<file path="src/hw/rtl/sprite_page_blitter_assert.svh">
// ----------------------------------------------------------------------------
// sprite_page_blitter_assert.svh - assertion macros
// Shared concurrent assertion wrappers; empty when SYNTHESIS is defined.
// ----------------------------------------------------------------------------
`ifndef SPRITE_PAGE_BLITTER_ASSERT_SVH
`define SPRITE_PAGE_BLITTER_ASSERT_SVH

`ifndef SYNTHESIS

// Property must hold at every clock edge out of reset.
`define SPB_ASSERT(label, clk, rst_n, prop) \
    label: assert property (@(posedge clk) disable iff (!rst_n) (prop)) \
        else $error("spb assertion failed");

// Condition must never hold out of reset.
`define SPB_ASSERT_NEVER(label, clk, rst_n, cond) \
    label: assert property (@(posedge clk) disable iff (!rst_n) !(cond)) \
        else $error("spb forbidden condition");

`else

`define SPB_ASSERT(label, clk, rst_n, prop)
`define SPB_ASSERT_NEVER(label, clk, rst_n, cond)

`endif

`endif

</file>
<file path="src/hw/rtl/spb_pkg.sv">
// ----------------------------------------------------------------------------
// spb_pkg - sprite page blitter package
// Sizes, bus command codes, sequencer state and controller/datapath structs.
// ----------------------------------------------------------------------------
package spb_pkg;

    localparam int SPRITE_COLS   = 16;
    localparam int COLS_PER_CHIP = 64;
    localparam int STORE_DEPTH   = 2 * SPRITE_COLS;

    localparam int COL_W   = $clog2(SPRITE_COLS);
    localparam int CNT_W   = $clog2(SPRITE_COLS + 1);
    localparam int IDX_W   = 5;
    localparam int X_W     = 7;
    localparam int XS_W    = X_W + 1;
    localparam int Y_W     = 6;
    localparam int CCOL_W  = 6;
    localparam int PAGE_W  = 3;
    localparam int PCNT_W  = 2;

    localparam logic       OP_LOAD      = 1'b0;
    localparam logic       OP_DRAW      = 1'b1;
    localparam logic [7:0] CMD_COL_SET  = 8'h40;
    localparam logic [7:0] CMD_PAGE_SET = 8'hB8;

    typedef enum logic [1:0] {
        ST_IDLE,
        ST_COL,
        ST_PAGE,
        ST_DATA
    } state_t;

    typedef struct packed {
        logic   load;
        logic   start;
        logic   inc_col;
        logic   next_page;
        logic   next_part;
        state_t phase;
    } ctrl_cmd_t;

    typedef struct packed {
        logic zero_count;
        logic col_last;
        logic page_last;
        logic part_last;
    } dp_status_t;

endpackage

</file>
<file path="src/hw/rtl/sprite_page_blitter.sv">
// ----------------------------------------------------------------------------
// sprite_page_blitter - 16x16 sprite blitter for a two-controller page LCD
// Stores a sprite as column bytes and streams column/page commands and data.
// ----------------------------------------------------------------------------
// Usage:
//   Item channel (item_valid/item_ready): op=0 loads one sprite byte at
//   byte_index (slots 0-15 upper page, 16-31 lower page); op=1 draws the
//   sprite at pos_x/pos_y, mirrored when facing_left is set.
//   Write channel (wr_valid/wr_ready): one bus write per beat - chip_sel,
//   is_data, bus_byte - with last set on the final beat of a draw.
// Latency and throughput:
//   A load produces no beat and leaves the sequencer idle. A draw issues
//   its first beat the cycle after acceptance and then one beat per cycle
//   while wr_ready is high: 36 beats for an aligned row, 54 for an unaligned
//   row, 40 (aligned) or 60 (unaligned) for a split across the controllers.
//   The next item is taken the cycle after the last beat. Sprite bytes come
//   from two 16-entry RAMs with registered reads, addressed from the next
//   counter values so the data lines up with the beat.
// Reset: the sequencer returns to idle; the sprite store is undefined
//   until loaded.
// Stall: when wr_ready is low the beat holds, counters freeze and the RAMs
//   keep re-reading the same column.
// ----------------------------------------------------------------------------
module sprite_page_blitter (
    input  logic                      clk,
    input  logic                      rst_n,
    input  logic                      item_valid,
    output logic                      item_ready,
    input  logic                      op,
    input  logic [spb_pkg::IDX_W-1:0] byte_index,
    input  logic [7:0]                byte_value,
    input  logic [spb_pkg::X_W-1:0]   pos_x,
    input  logic [spb_pkg::Y_W-1:0]   pos_y,
    input  logic                      facing_left,
    output logic                      wr_valid,
    input  logic                      wr_ready,
    output logic                      chip_sel,
    output logic                      is_data,
    output logic [7:0]                bus_byte,
    output logic                      last
);

    import spb_pkg::*;

    ctrl_cmd_t  cmd;
    dp_status_t status;

    // sequencer: owns both handshakes and the last flag
    spb_ctrl u_ctrl (
        .clk        (clk),
        .rst_n      (rst_n),
        .item_valid (item_valid),
        .item_ready (item_ready),
        .op         (op),
        .wr_valid   (wr_valid),
        .wr_ready   (wr_ready),
        .last       (last),
        .status     (status),
        .cmd        (cmd)
    );

    // datapath: sprite store, geometry, counters and byte formation
    spb_datapath u_datapath (
        .clk         (clk),
        .rst_n       (rst_n),
        .cmd         (cmd),
        .status      (status),
        .byte_index  (byte_index),
        .byte_value  (byte_value),
        .pos_x       (pos_x),
        .pos_y       (pos_y),
        .facing_left (facing_left),
        .chip_sel    (chip_sel),
        .is_data     (is_data),
        .bus_byte    (bus_byte)
    );

endmodule

</file>
<file path="src/hw/rtl/spb_ram.sv">
// ----------------------------------------------------------------------------
// spb_ram - generic RAM
// One write port, one read port, registered read data.
// ----------------------------------------------------------------------------
module spb_ram #(
    parameter int WIDTH = 8,
    parameter int DEPTH = 16
) (
    input  logic                     clk,
    input  logic                     we,
    input  logic [$clog2(DEPTH)-1:0] waddr,
    input  logic [WIDTH-1:0]         wdata,
    input  logic [$clog2(DEPTH)-1:0] raddr,
    output logic [WIDTH-1:0]         rdata
);

    logic [WIDTH-1:0] mem [DEPTH];

    always_ff @(posedge clk)
    begin
        if (we)
        begin
            mem[waddr] <= wdata;
        end
        rdata <= mem[raddr];
    end

endmodule

</file>
<file path="src/hw/rtl/spb_ctrl.sv">
// ----------------------------------------------------------------------------
// spb_ctrl - blitter sequencer
// Walks column command, page command and data beats for every page and part.
// ----------------------------------------------------------------------------
`include "sprite_page_blitter_assert.svh"

module spb_ctrl (
    input  logic                clk,
    input  logic                rst_n,
    input  logic                item_valid,
    output logic                item_ready,
    input  logic                op,
    output logic                wr_valid,
    input  logic                wr_ready,
    output logic                last,
    input  spb_pkg::dp_status_t status,
    output spb_pkg::ctrl_cmd_t  cmd
);

    import spb_pkg::*;

    state_t state_reg;
    state_t state_next;
    logic   item_fire;
    logic   wr_fire;

    assign item_ready = (state_reg == ST_IDLE);
    assign wr_valid   = (state_reg != ST_IDLE);
    assign item_fire  = item_valid && item_ready;
    assign wr_fire    = wr_valid && wr_ready;

    always_ff @(posedge clk or negedge rst_n)
    begin
        if (!rst_n)
        begin
            state_reg <= ST_IDLE;
        end
        else
        begin
            state_reg <= state_next;
        end
    end

    always_comb
    begin
        logic end_page;
        end_page   = 1'b0;
        state_next = state_reg;
        cmd        = '0;
        cmd.phase  = state_reg;
        last       = 1'b0;

        unique case (state_reg)
            ST_IDLE:
            begin
                if (item_fire)
                begin
                    if (op == OP_DRAW)
                    begin
                        cmd.start  = 1'b1;
                        state_next = ST_COL;
                    end
                    else
                    begin
                        cmd.load = 1'b1;
                    end
                end
            end
            ST_COL:
            begin
                if (wr_fire)
                begin
                    state_next = ST_PAGE;
                end
            end
            ST_PAGE:
            begin
                if (status.zero_count)
                begin
                    end_page = 1'b1;
                end
                else if (wr_fire)
                begin
                    state_next = ST_DATA;
                end
            end
            ST_DATA:
            begin
                if (status.col_last)
                begin
                    end_page = 1'b1;
                end
                else if (wr_fire)
                begin
                    cmd.inc_col = 1'b1;
                end
            end
        endcase

        // close the page: next page, next part, or done
        last = end_page && status.page_last && status.part_last;
        if (end_page && wr_fire)
        begin
            if (!status.page_last)
            begin
                cmd.next_page = 1'b1;
                state_next    = ST_COL;
            end
            else if (!status.part_last)
            begin
                cmd.next_part = 1'b1;
                state_next    = ST_COL;
            end
            else
            begin
                state_next = ST_IDLE;
            end
        end
    end

    `SPB_ASSERT_NEVER(a_ready_while_busy, clk, rst_n, item_ready && wr_valid)
    `SPB_ASSERT(a_last_not_col, clk, rst_n, last |-> (wr_valid && state_reg != ST_COL))
    `SPB_ASSERT(a_last_to_idle, clk, rst_n, (wr_fire && last) |=> item_ready)
    `SPB_ASSERT(a_draw_starts, clk, rst_n,
        (item_fire && op == OP_DRAW) |=> (state_reg == ST_COL))

endmodule

</file>
<file path="src/hw/rtl/spb_datapath.sv">
// ----------------------------------------------------------------------------
// spb_datapath - sprite store, counters and bus byte formation
// Holds draw geometry, page/part/column counters and the two sprite RAMs.
// ----------------------------------------------------------------------------
module spb_datapath (
    input  logic                         clk,
    input  logic                         rst_n,
    input  spb_pkg::ctrl_cmd_t           cmd,
    output spb_pkg::dp_status_t          status,
    input  logic [spb_pkg::IDX_W-1:0]    byte_index,
    input  logic [7:0]                   byte_value,
    input  logic [spb_pkg::X_W-1:0]      pos_x,
    input  logic [spb_pkg::Y_W-1:0]      pos_y,
    input  logic                         facing_left,
    output logic                         chip_sel,
    output logic                         is_data,
    output logic [7:0]                   bus_byte
);

    import spb_pkg::*;

    // draw geometry, latched at start
    logic              split_reg;
    logic              chip0_reg;
    logic [CCOL_W-1:0] col0_reg;
    logic [CNT_W-1:0]  left_reg;
    logic              mirror_reg;
    logic [PAGE_W-1:0] page0_reg;
    logic [2:0]        off_reg;

    // sequencing counters
    logic              part_reg,  part_next;
    logic [PCNT_W-1:0] page_reg,  page_next;
    logic [COL_W-1:0]  col_reg,   col_next;

    logic              split_in;
    logic              chip0_in;
    logic [X_W-1:0]    colx_in;
    logic [X_W-1:0]    left_x;
    logic [CNT_W-1:0]  left_next;
    logic              mirror_next;
    logic [CNT_W-1:0]  count_cur;
    logic [CNT_W-1:0]  first_next;
    logic [CNT_W-1:0]  colsum;
    logic [COL_W-1:0]  rd_idx;
    logic [COL_W-1:0]  rd_addr;
    logic [PCNT_W-1:0] page_max;

    logic              up_we, lo_we;
    logic [COL_W-1:0]  lo_waddr;
    logic [7:0]        up_rdata, lo_rdata;
    logic [23:0]       shifted;
    logic [7:0]        pixel;
    logic [PAGE_W-1:0] page_num;

    // geometry of the incoming draw
    assign split_in = (({1'b0, pos_x} + XS_W'(SPRITE_COLS)) >= XS_W'(COLS_PER_CHIP))
                   && ({1'b0, pos_x} < XS_W'(COLS_PER_CHIP));
    assign chip0_in = ({1'b0, pos_x} >= XS_W'(COLS_PER_CHIP));
    assign colx_in  = chip0_in ? (pos_x - X_W'(COLS_PER_CHIP)) : pos_x;
    assign left_x   = X_W'(COLS_PER_CHIP) - pos_x;

    always_ff @(posedge clk)
    begin
        if (cmd.start)
        begin
            split_reg  <= split_in;
            chip0_reg  <= chip0_in;
            col0_reg   <= colx_in[CCOL_W-1:0];
            left_reg   <= left_x[CNT_W-1:0];
            mirror_reg <= facing_left;
            page0_reg  <= pos_y[Y_W-1:3];
            off_reg    <= pos_y[2:0];
        end
    end

    always_ff @(posedge clk or negedge rst_n)
    begin
        if (!rst_n)
        begin
            part_reg <= 1'b0;
            page_reg <= '0;
            col_reg  <= '0;
        end
        else
        begin
            part_reg <= part_next;
            page_reg <= page_next;
            col_reg  <= col_next;
        end
    end

    always_comb
    begin
        part_next = part_reg;
        page_next = page_reg;
        col_next  = col_reg;
        priority if (cmd.start)
        begin
            part_next = 1'b0;
            page_next = '0;
            col_next  = '0;
        end
        else if (cmd.next_part)
        begin
            part_next = 1'b1;
            page_next = '0;
            col_next  = '0;
        end
        else if (cmd.next_page)
        begin
            page_next = page_reg + PCNT_W'(1);
            col_next  = '0;
        end
        else if (cmd.inc_col)
        begin
            col_next = col_reg + COL_W'(1);
        end
    end

    // status for the sequencer
    assign count_cur = part_reg ? (CNT_W'(SPRITE_COLS) - left_reg)
                                : (split_reg ? left_reg : CNT_W'(SPRITE_COLS));
    assign page_max  = (off_reg == 3'd0) ? PCNT_W'(1) : PCNT_W'(2);

    assign status.zero_count = (count_cur == '0);
    assign status.col_last   = (({1'b0, col_reg} + CNT_W'(1)) == count_cur);
    assign status.page_last  = (page_reg == page_max);
    assign status.part_last  = !split_reg || part_reg;

    // read address follows the next counters so data lines up with the beat
    assign left_next   = cmd.start ? left_x[CNT_W-1:0] : left_reg;
    assign mirror_next = cmd.start ? facing_left : mirror_reg;
    assign first_next  = part_next ? left_next : '0;
    assign colsum      = first_next + {1'b0, col_next};
    assign rd_idx      = colsum[COL_W-1:0];
    assign rd_addr     = mirror_next ? (COL_W'(SPRITE_COLS - 1) - rd_idx) : rd_idx;

    // store writes: upper page bytes first, then lower page bytes
    assign up_we    = cmd.load && ({1'b0, byte_index} < (IDX_W + 1)'(SPRITE_COLS));
    assign lo_we    = cmd.load && ({1'b0, byte_index} >= (IDX_W + 1)'(SPRITE_COLS))
                   && ({1'b0, byte_index} < (IDX_W + 1)'(STORE_DEPTH));
    assign lo_waddr = COL_W'(byte_index - IDX_W'(SPRITE_COLS));

    spb_ram #(
        .WIDTH (8),
        .DEPTH (SPRITE_COLS)
    ) u_upper_ram (
        .clk   (clk),
        .we    (up_we),
        .waddr (byte_index[COL_W-1:0]),
        .wdata (byte_value),
        .raddr (rd_addr),
        .rdata (up_rdata)
    );

    spb_ram #(
        .WIDTH (8),
        .DEPTH (SPRITE_COLS)
    ) u_lower_ram (
        .clk   (clk),
        .we    (lo_we),
        .waddr (lo_waddr),
        .wdata (byte_value),
        .raddr (rd_addr),
        .rdata (lo_rdata)
    );

    // shift the column pair by the row offset; each page takes one byte of it
    assign shifted = {8'h00, lo_rdata, up_rdata} << off_reg;

    always_comb
    begin
        unique case (page_reg)
            2'd0:    pixel = shifted[7:0];
            2'd1:    pixel = shifted[15:8];
            2'd2:    pixel = shifted[23:16];
            default: pixel = 8'h00;
        endcase
    end

    assign page_num = page0_reg + PAGE_W'(page_reg);
    assign chip_sel = part_reg || chip0_reg;
    assign is_data  = (cmd.phase == ST_DATA);

    always_comb
    begin
        unique case (cmd.phase)
            ST_COL:  bus_byte = CMD_COL_SET | {2'b00, col0_reg & {CCOL_W{!part_reg}}};
            ST_PAGE: bus_byte = CMD_PAGE_SET | {5'b00000, page_num};
            ST_DATA: bus_byte = pixel;
            ST_IDLE: bus_byte = 8'h00;
        endcase
    end

endmodule

</file>
<file path="config.mk">
export PLATFORM = sky130hd
export DESIGN_NAME = sprite_page_blitter
export DESIGN_NICKNAME = d
export VERILOG_FILES = /design/src/hw/rtl/spb_pkg.sv /design/src/hw/rtl/sprite_page_blitter.sv /design/src/hw/rtl/spb_ram.sv /design/src/hw/rtl/spb_ctrl.sv /design/src/hw/rtl/spb_datapath.sv
export VERILOG_INCLUDE_DIRS = /design/src /design/src/hw/rtl
export SDC_FILE = /design/constraint.sdc
export NUM_CORES = 1
export LEC_CHECK = 0
export BUFFER_PORTS_ARGS = -buffer_cell sky130_fd_sc_hd__clkbuf_2
export CAP_MARGIN = 5
export CORE_ASPECT_RATIO = 0.75
export CORE_MARGIN = 2
export CORE_UTILIZATION = 40
export CTS_BUF_LIST = sky130_fd_sc_hd__clkbuf_4 sky130_fd_sc_hd__clkbuf_8 sky130_fd_sc_hd__clkbuf_16
export CTS_CLUSTER_SIZE = 14
export DETAILED_ROUTE_END_ITERATION = 8
export PLACE_DENSITY = 0.59
export SYNTH_ARGS = -nofsm -noshare
export SYNTH_HDL_FRONTEND = slang
export SYNTH_SLANG_ARGS = --single-unit
</file>
<file path="constraint.sdc">
create_clock -name clk -period 4.5 [get_ports clk]
set_input_delay 0.675 -clock clk [delete_from_list [all_inputs] [get_ports clk]]
set_output_delay 0.675 -clock clk [all_outputs]
set_load 0.02 [all_outputs]
</file>
# Yosys cells after proc, flatten, opt, wreduce, memory -nomap -nowiden
# Memory sizes are Yosys's and may differ from the RTL's. A register that Yosys moved wholly into a read port is not among the register bits.
# Index checks and enable logic that the tools add are counted.
# totals
ff_bits,29
in_bits,32
ramBits,256
memories,2
wordCells,109
# mem_list
memory,depth,word_bits,read_ports,rd_ports_with_merged_regs,wr,line,text
u_datapath.u_lower_ram.mem,16,8,1,1,1,spb_ram.sv:17,logic [WIDTH-1:0] mem [DEPTH];
u_datapath.u_upper_ram.mem,16,8,1,1,1,spb_ram.sv:17,
# classes
n_bitwise,1
shift,1
muxes,46
order_cmp,5
n_reduce_logical,20
add_sub_neg,11
eq_ne,12
# op_table
cell,n
8-bit one-hot mux with 4 select lines,1
2-bit two-way mux,14
4-bit two-way mux,6
8-bit one-hot mux with 3 select lines,1
16-bit by 3-bit << shifter with 24-bit output,1
1-bit two-way mux,18
5-bit two-way mux,3
"7-bit by 5-bit adder with 8-bit output, second input constant",1
"8-bit by 7-bit greater-or-equal comparator with 1-bit output, second input constant",1
1-bit logical AND,8
"7-bit greater-or-equal comparator, second input constant",1
"7-bit less-than comparator, second input constant",1
6-bit bitwise AND,1
"2-bit equality test, second input constant",3
6-bit two-way mux,1
"3-bit by 1-bit inequality test with 1-bit output, second input constant",2
"3-bit inequality test, second input constant",2
2-bit one-hot mux with 3 select lines,1
6-bit AND reduction,1
"6-bit by 1-bit subtractor with 6-bit output, second input constant",1
"4-bit by 1-bit adder with 5-bit output, second input constant",1
5-bit equality test,1
"5-bit greater-or-equal comparator, second input constant",1
5-bit logical NOT,1
other kinds (20),24

# Longest topological paths before layout
# depth
ltp_word,13
depth_mapped,20
ltp_nobuf,19

# By module
# A second synthesis with hierarchy kept.
# unflattened
hier_cells,715
area_unflattened_um2,12746.0
# modules_own_cells
module,area_per_inst_um2,cells_per_inst,n_inst
spb_ram,5147.4,229,2
spb_datapath,2185.8,227,1
spb_ctrl,265.3,30,1

# Worst setup path after synthesis
# OpenSTA, ideal clock, no wires.
# synth_timing
path_type,reg-to-reg
startpoint,reg u_datapath.left_reg[0]
endpoint,"reg u_datapath.u_upper_ram.rdata[2], read port of u_datapath.u_upper_ram.mem"
arrival_ns,4.750
synth_period_minus_slack_ns,4.897
path_slack_ns,-0.397
n_path_buf,1
path_stages_with_launch,19
required_ns,4.353
path_cell_list,dfxtp_1 > inv_1 > ha_1 > mux2_1 > a21oi_2 > xnor2_1 > or3_1 > a211oi_1 > nor2_1 > nor2b_1 > a31oi_1 > nor3_1 > ha_1 > fa_1 > xnor2_2 > buf_2 > mux4_2 > mux2i_1 > mux2i_1
# synth_via
elab_chain_len,13
elab_cells_between_ends,23
# synth_lines
element,line,text
from (decl),spb_datapath.sv:26,logic [CNT_W-1:0] left_reg;
from (signal assigned),spb_datapath.sv:70,left_reg <= left_x[CNT_W-1:0];
5-bit subtractor / 5-bit two-way mux (equally long branches),"spb_datapath.sv:122, spb_datapath.sv:123",
5-bit two-way mux,spb_datapath.sv:122,assign count_cur = part_reg ? (CNT_W'(SPRITE_COLS) - left_reg)
5-bit equality test / 5-bit logical NOT (equally long branches),"spb_datapath.sv:127, spb_datapath.sv:126",
1-bit two-way mux (on tied branches),"spb_ctrl.sv:89, spb_ctrl.sv:78",
1-bit one-hot mux with 2 select lines,spb_ctrl.sv:53,unique case (state_reg)
1-bit logical AND,spb_ctrl.sv:102,if (end_page && wr_fire)
2-bit two-way mux,spb_ctrl.sv:102,
1-bit two-way mux / 4-bit two-way mux (equally long branches),"spb_datapath.sv:104, spb_datapath.sv:110",
1-bit two-way mux / 4-bit two-way mux (equally long branches),"spb_datapath.sv:98, spb_datapath.sv:104",
4-bit two-way mux (on tied branches),"spb_datapath.sv:134, spb_datapath.sv:98",
4-bit adder (*),spb_datapath.sv:135,"assign colsum = first_next + {1'b0, col_next};"
4-bit subtractor,spb_datapath.sv:137,assign rd_addr = mirror_next ? (COL_W'(SPRITE_COLS - 1) - rd_idx) : rd_idx;
4-bit two-way mux (*),spb_datapath.sv:137,
to (decl),spb_ram.sv:14,output logic [WIDTH-1:0] rdata
# Every way passes the cells marked *; elsewhere a longest branch is shown, timed or not.
# A chain may end at the register's enable or synchronous reset.

# Worst setup path after layout
# layout_timing
startpoint,reg u_datapath.part_reg
endpoint,"reg u_datapath.u_upper_ram.rdata[5], read port of u_datapath.u_upper_ram.mem"
# layout_via
elab_chain_len,12
elab_cells_between_ends,23
# layout_lines
element,line,text
from (decl),spb_datapath.sv:32,"logic part_reg, part_next;"
from (signal assigned),spb_datapath.sv:87,part_reg <= part_next;
5-bit two-way mux,spb_datapath.sv:122,
5-bit equality test / 5-bit logical NOT (equally long branches),"spb_datapath.sv:127, spb_datapath.sv:126",
1-bit two-way mux (on tied branches),"spb_ctrl.sv:89, spb_ctrl.sv:78",
1-bit one-hot mux with 2 select lines,spb_ctrl.sv:53,
1-bit logical AND,spb_ctrl.sv:102,
2-bit two-way mux,spb_ctrl.sv:102,
1-bit two-way mux / 4-bit two-way mux (equally long branches),"spb_datapath.sv:104, spb_datapath.sv:110",
1-bit two-way mux / 4-bit two-way mux (equally long branches),"spb_datapath.sv:98, spb_datapath.sv:104",
4-bit two-way mux (on tied branches),"spb_datapath.sv:134, spb_datapath.sv:98",
4-bit adder (*),spb_datapath.sv:135,
4-bit subtractor,spb_datapath.sv:137,
4-bit two-way mux (*),spb_datapath.sv:137,
# Marks and branches as above.

==> flow_summary.rst <==
.. list-table::
   :header-rows: 1

   * - Metric
     - Value
   * - Worst hold path cell count
     - 1
   * - Global-route layer with the greatest usage
     - met2
   * - Endpoints failing hold
     - 0
   * - Non-filler instance count after layout
     - 1,310
   * - Transition at the pin with the smallest max-transition slack
     - 0.956 ns
   * - Critical path arrival
     - 5.08 ns
   * - Worst Setup Slack, final
     - -0.157 ns
   * - DRC Markers
     - 0
   * - Port-buffer cells
     - 44
   * - Final worst path period need
     - 4.66 ns
   * - Met3 Track Usage GR
     - 0.0273
   * - Post-route clock skew
     - 0.0164 ns
   * - Clock latency of the later-clocked register in the worst-skew pair
     - 0.56 ns
   * - Number of enable-type register cells in the synthesized netlist
     - 271
   * - CP Class
     - flop to flop
   * - TritonCTS clock tree
     - done
   * - Share of layout cells above drive strength 1
     - 0.357
   * - Failing checks
     - negative setup slack
   * - Setup violation total in the final timing report
     - 15
   * - Post-layout util
     - 0.497
   * - Antenna violation net count after detailed routing
     - 0
   * - Final global-route overflow total
     - 0
   * - Routed via count
     - 6,993
   * - Synth cell types
     - 60
   * - Tightest slew margin relative to the limit
     - 0.361
   * - Top flop regs
     - u_datapath.u_lower_ram.mem (128), u_datapath.u_upper_ram.mem (128)
   * - Result of the run
     - complete, but fails checks
   * - Nature of the critical path endpoint
     - flop
   * - Simple-gate area share of the yosys netlist
     - 0.0533
   * - Vias per cell
     - 5.34
   * - Synth async-reset ratio
     - 0.0299
   * - Number of maximum-capacitance violations
     - 0
   * - Post-Syn Area per Cell
     - 17.2 sq um
   * - Wirelength per Cell
     - 22.2 microns
   * - Total nets after synthesis
     - 791
   * - Io pins
     - 45
   * - Power density cells
     - 730 nW/um^2
   * - Wire length after detailed routing
     - 29,100 microns
   * - Starting DRT DRC Count
     - 509
   * - Initial cell density of the core
     - 0.408
   * - Static leakage power
     - 5.44 nW
   * - Most used DFF post-synth
     - sky130_fd_sc_hd__edfxtp_1
   * - Maximum vdd ir drop
     - 0.000506 V
   * - Setup TNS Final
     - -1.15 ns
   * - Clock root buffer
     - sky130_fd_sc_hd__clkbuf_16
   * - Number of cells produced by synthesis
     - 741
   * - RSZ-0062 raised after global routing
     - yes
   * - Total area of multi-input combinational cells
     - 4020 sq um
   * - Area of the die
     - 33,400 sq um
   * - Clk buf depth
     - 3
   * - Total standard cell area after synthesis
     - 12,800 sq um
   * - TritonCTS Buffers
     - 29
   * - Yosys Warn Count
     - 0
   * - CTS sink cnt
     - 301
   * - Total power after layout
     - 11.4 mW
   * - Register clock-pin slew on the reported worst setup and hold paths
     - 0.07 ns
   * - Mux cell area share after synthesis
     - 0.167
   * - Maximum number of pins on one net before global-route repair
     - 51
   * - F_max
     - 215 MHz
   * - Element type at the critical path start
     - flop
   * - Post-Synth Adder-Cell Area
     - 0.0188
   * - Rows
     - 56
   * - Count of placed standard cells including taps
     - 1,225
   * - Synth-to-Final Area Change
     - 21.9%
   * - Sequential element share of the synthesized area
     - 0.687
   * - Number of cells traversed by the worst register-to-register path
     - 18
   * - Period utilisation layout
     - 1.03
   * - Class of the most critical hold timing path
     - primary input to flop
   * - Flip-flop and latch count after synthesis
     - 301
   * - Ant diodes
     - 0
   * - Met1 track utilization from global routing
     - 0.272
   * - Met2 track utilization from global routing
     - 0.274
   * - Post-layout nets
     - 931
   * - Main combinational cell family by area after synthesis
     - multiplexers
   * - Global-route wire length before repair
     - 44,500 microns
   * - Storage element area
     - 8790 sq um
   * - Number of filler instances in the final layout
     - 2,545
   * - Std-Cell Core Area
     - 31,300 sq um
   * - Length of the first detailed-routing pass in iterations
     - 5
   * - Routability-driven placement congestion ratio
     - 0.814
   * - Combined global-route utilization of all metal layers
     - 0.178
   * - Fin. max-slew vios
     - 0
   * - Req. time, crit path
     - 4.92 ns
   * - H-tree depth
     - 1
   * - Area share of xor/xnor cells in the synthesized design
     - 0.0143
   * - Antenna violations before repair
     - 0
   * - Height of the die
     - 159 microns
   * - Worst Path Max Fanout
     - 11
   * - Number of global-route vias before repair
     - 7,187
   * - Share of the synthesized area in compound gates (AO/OA/AOI/OAI)
     - 0.0419
   * - Total half-perimeter wirelength after legalization and detailed placement
     - 18,400 microns
   * - Chip width
     - 210 microns
==> worst max-delay path, stage by stage (launching register included) <==
cell,delay (ns)
sky130_fd_sc_hd__dfrtp_2,0.42
sky130_fd_sc_hd__nor4b_4,0.32
sky130_fd_sc_hd__o32ai_2,0.14
sky130_fd_sc_hd__a311o_1,0.37
sky130_fd_sc_hd__mux2i_2,0.20
sky130_fd_sc_hd__a211oi_4,0.29
sky130_fd_sc_hd__nor2_2,0.07
sky130_fd_sc_hd__nor2b_2,0.20
sky130_fd_sc_hd__a31oi_4,0.13
sky130_fd_sc_hd__nor3_2,0.22
sky130_fd_sc_hd__ha_2,0.21
sky130_fd_sc_hd__fa_2,0.47
sky130_fd_sc_hd__xnor2_4,0.17
sky130_fd_sc_hd__buf_12,0.14
sky130_fd_sc_hd__buf_12,0.15
sky130_fd_sc_hd__buf_12,0.12
sky130_fd_sc_hd__mux4_2,0.55
sky130_fd_sc_hd__mux2i_1,0.22
sky130_fd_sc_hd__mux2i_1,0.11
==> metrics by stage <==
step / area [sq um] / setup WS, ns / hold WS (ns)
final: 15600 / -0.157 / 0.301
after floorplan: 12900 / 0.00172 / 0.379
after CTS: 15500 / -0.129 / 0.266
after global placement: 14000 / -0.365 / 0.543
after global routing: 15600 / -0.313 / 0.277
after detailed placement: 14000 / -0.388 / 0.554
==> cell families (layout without fill, tap and decap cells) <==
family,after synthesis,after routing
and+or+nand+nor,143,143
adders and majority gates,18,18
muxes,132,132
AOI/OAI and AO/OA,81,81
DFF,301,301
xor gates and xnor gates,17,17
buffers and inverters,49,212
==> final cells by class <==
cell class,instances,share of cell area
Inverter,16,0.00386
Sequential cell,301,0.564
Clock buffer,41,0.0540
Multi-Input combinational cell,391,0.258
Clock inverter,13,0.00996
Tap cell,406,0.0326
Timing Repair Buffer,142,0.0772
==> per-layer routing <==
layer	up-vias	wire length, microns
met1	3557	14200
met4	0	510
met2	182	13200
met3	36	1270
li1	3218	-
met5	-	0
==> what timing repair did <==
| item | in CTS | in global routing |
|---|---|---|
| gates cloned | 3 | 0 |
| pin swaps | 10 | 9 |
| setup buffers | 26 | 4 |
| gates resized for setup | 44 | 15 |
| hold buffers | 1 | 0 |
| setup endpoints to repair | 16 | 17 |
| endpoints found under the hold margin | 9 | 0 |
==> cells in the final DEF, fill, tap and decap left out, types with 11 or more instances in the layout <==
cell type                   netlist  final
sky130_fd_sc_hd__edfxtp_1       271    271
sky130_fd_sc_hd__buf_4            1     73
sky130_fd_sc_hd__mux4_2          64     64
sky130_fd_sc_hd__nor2_1          57     54
sky130_fd_sc_hd__mux2i_1         57     44
sky130_fd_sc_hd__clkbuf_2         0     43
sky130_fd_sc_hd__nand2_1         31     31
sky130_fd_sc_hd__clkbuf_16        0     29
sky130_fd_sc_hd__o21ai_0         22     22
sky130_fd_sc_hd__a21oi_1         22     18
sky130_fd_sc_hd__dfxtp_1         21     17
sky130_fd_sc_hd__inv_1           16     14
sky130_fd_sc_hd__a22oi_1         14     14
sky130_fd_sc_hd__ha_1            16     14
sky130_fd_sc_hd__mux2i_2          0     12
sky130_fd_sc_hd__buf_12           0     11
==> synth_stat cells (2+ instances only) <==
master,number,area [sq um]
sky130_fd_sc_hd__o21ai_0,22,110
sky130_fd_sc_hd__clkbuf_1,21,78.8
sky130_fd_sc_hd__edfxtp_1,271,8140
sky130_fd_sc_hd__xnor2_1,5,43.8
sky130_fd_sc_hd__mux2_2,10,113
sky130_fd_sc_hd__nand2_1,31,116
sky130_fd_sc_hd__and3_1,2,12.5
sky130_fd_sc_hd__inv_1,16,60.1
sky130_fd_sc_hd__xnor2_2,2,32.5
sky130_fd_sc_hd__fa_1,2,40.0
sky130_fd_sc_hd__nor2b_1,3,18.8
sky130_fd_sc_hd__nor3_1,13,65.1
sky130_fd_sc_hd__nand3b_1,2,15.0
sky130_fd_sc_hd__dfrtp_1,9,225
sky130_fd_sc_hd__a221oi_1,3,26.3
sky130_fd_sc_hd__nand3_1,9,45.0
sky130_fd_sc_hd__or4_1,2,15.0
sky130_fd_sc_hd__a21oi_1,22,110
sky130_fd_sc_hd__ha_1,16,200
sky130_fd_sc_hd__and2_1,2,12.5
sky130_fd_sc_hd__a21o_1,2,15.0
sky130_fd_sc_hd__or2_2,2,12.5
sky130_fd_sc_hd__buf_2,7,35.0
sky130_fd_sc_hd__mux2i_1,57,571
sky130_fd_sc_hd__nor3b_1,5,37.5
sky130_fd_sc_hd__or2b_1,2,15.0
sky130_fd_sc_hd__nor2_1,57,214
sky130_fd_sc_hd__a22oi_1,14,105
sky130_fd_sc_hd__a22o_1,2,17.5
sky130_fd_sc_hd__nand2b_1,5,31.3
sky130_fd_sc_hd__a31oi_1,2,12.5
sky130_fd_sc_hd__o31a_1,2,17.5
sky130_fd_sc_hd__mux4_2,64,1440
sky130_fd_sc_hd__buf_6,3,33.8
sky130_fd_sc_hd__xor2_1,9,78.8
sky130_fd_sc_hd__dfxtp_1,21,420
==> power by group <==
part / internal [mW] / total (mW) / switching, mW
sequential: 3.23 / 3.41 / 0.179
clock: 1.48 / 2.50 / 1.02
combinational: 2.95 / 5.46 / 2.51
==> worst paths after layout <==
kind                                                start                                 endpoint  slack, ns
min reg2reg                u_datapath.left_reg[3]$_DFF_P_           u_datapath.left_reg[3]$_DFF_P_       0.56
max reg2reg                 u_datapath.part_reg$_DFF_PN0_  u_datapath.u_upper_ram.rdata[5]$_DFF_P_      -0.16
min in group asynchronous                           rst_n       u_datapath.page_reg[0]$_DFFE_PN0P_       0.53
max in group asynchronous                           rst_n            u_datapath.part_reg$_DFF_PN0_       3.73
max                         u_datapath.part_reg$_DFF_PN0_  u_datapath.u_upper_ram.rdata[5]$_DFF_P_      -0.16
min                                              pos_y[3]        u_datapath.page0_reg[0]$_DFFE_PP_       0.30
Power figures use the tool's default switching activity.
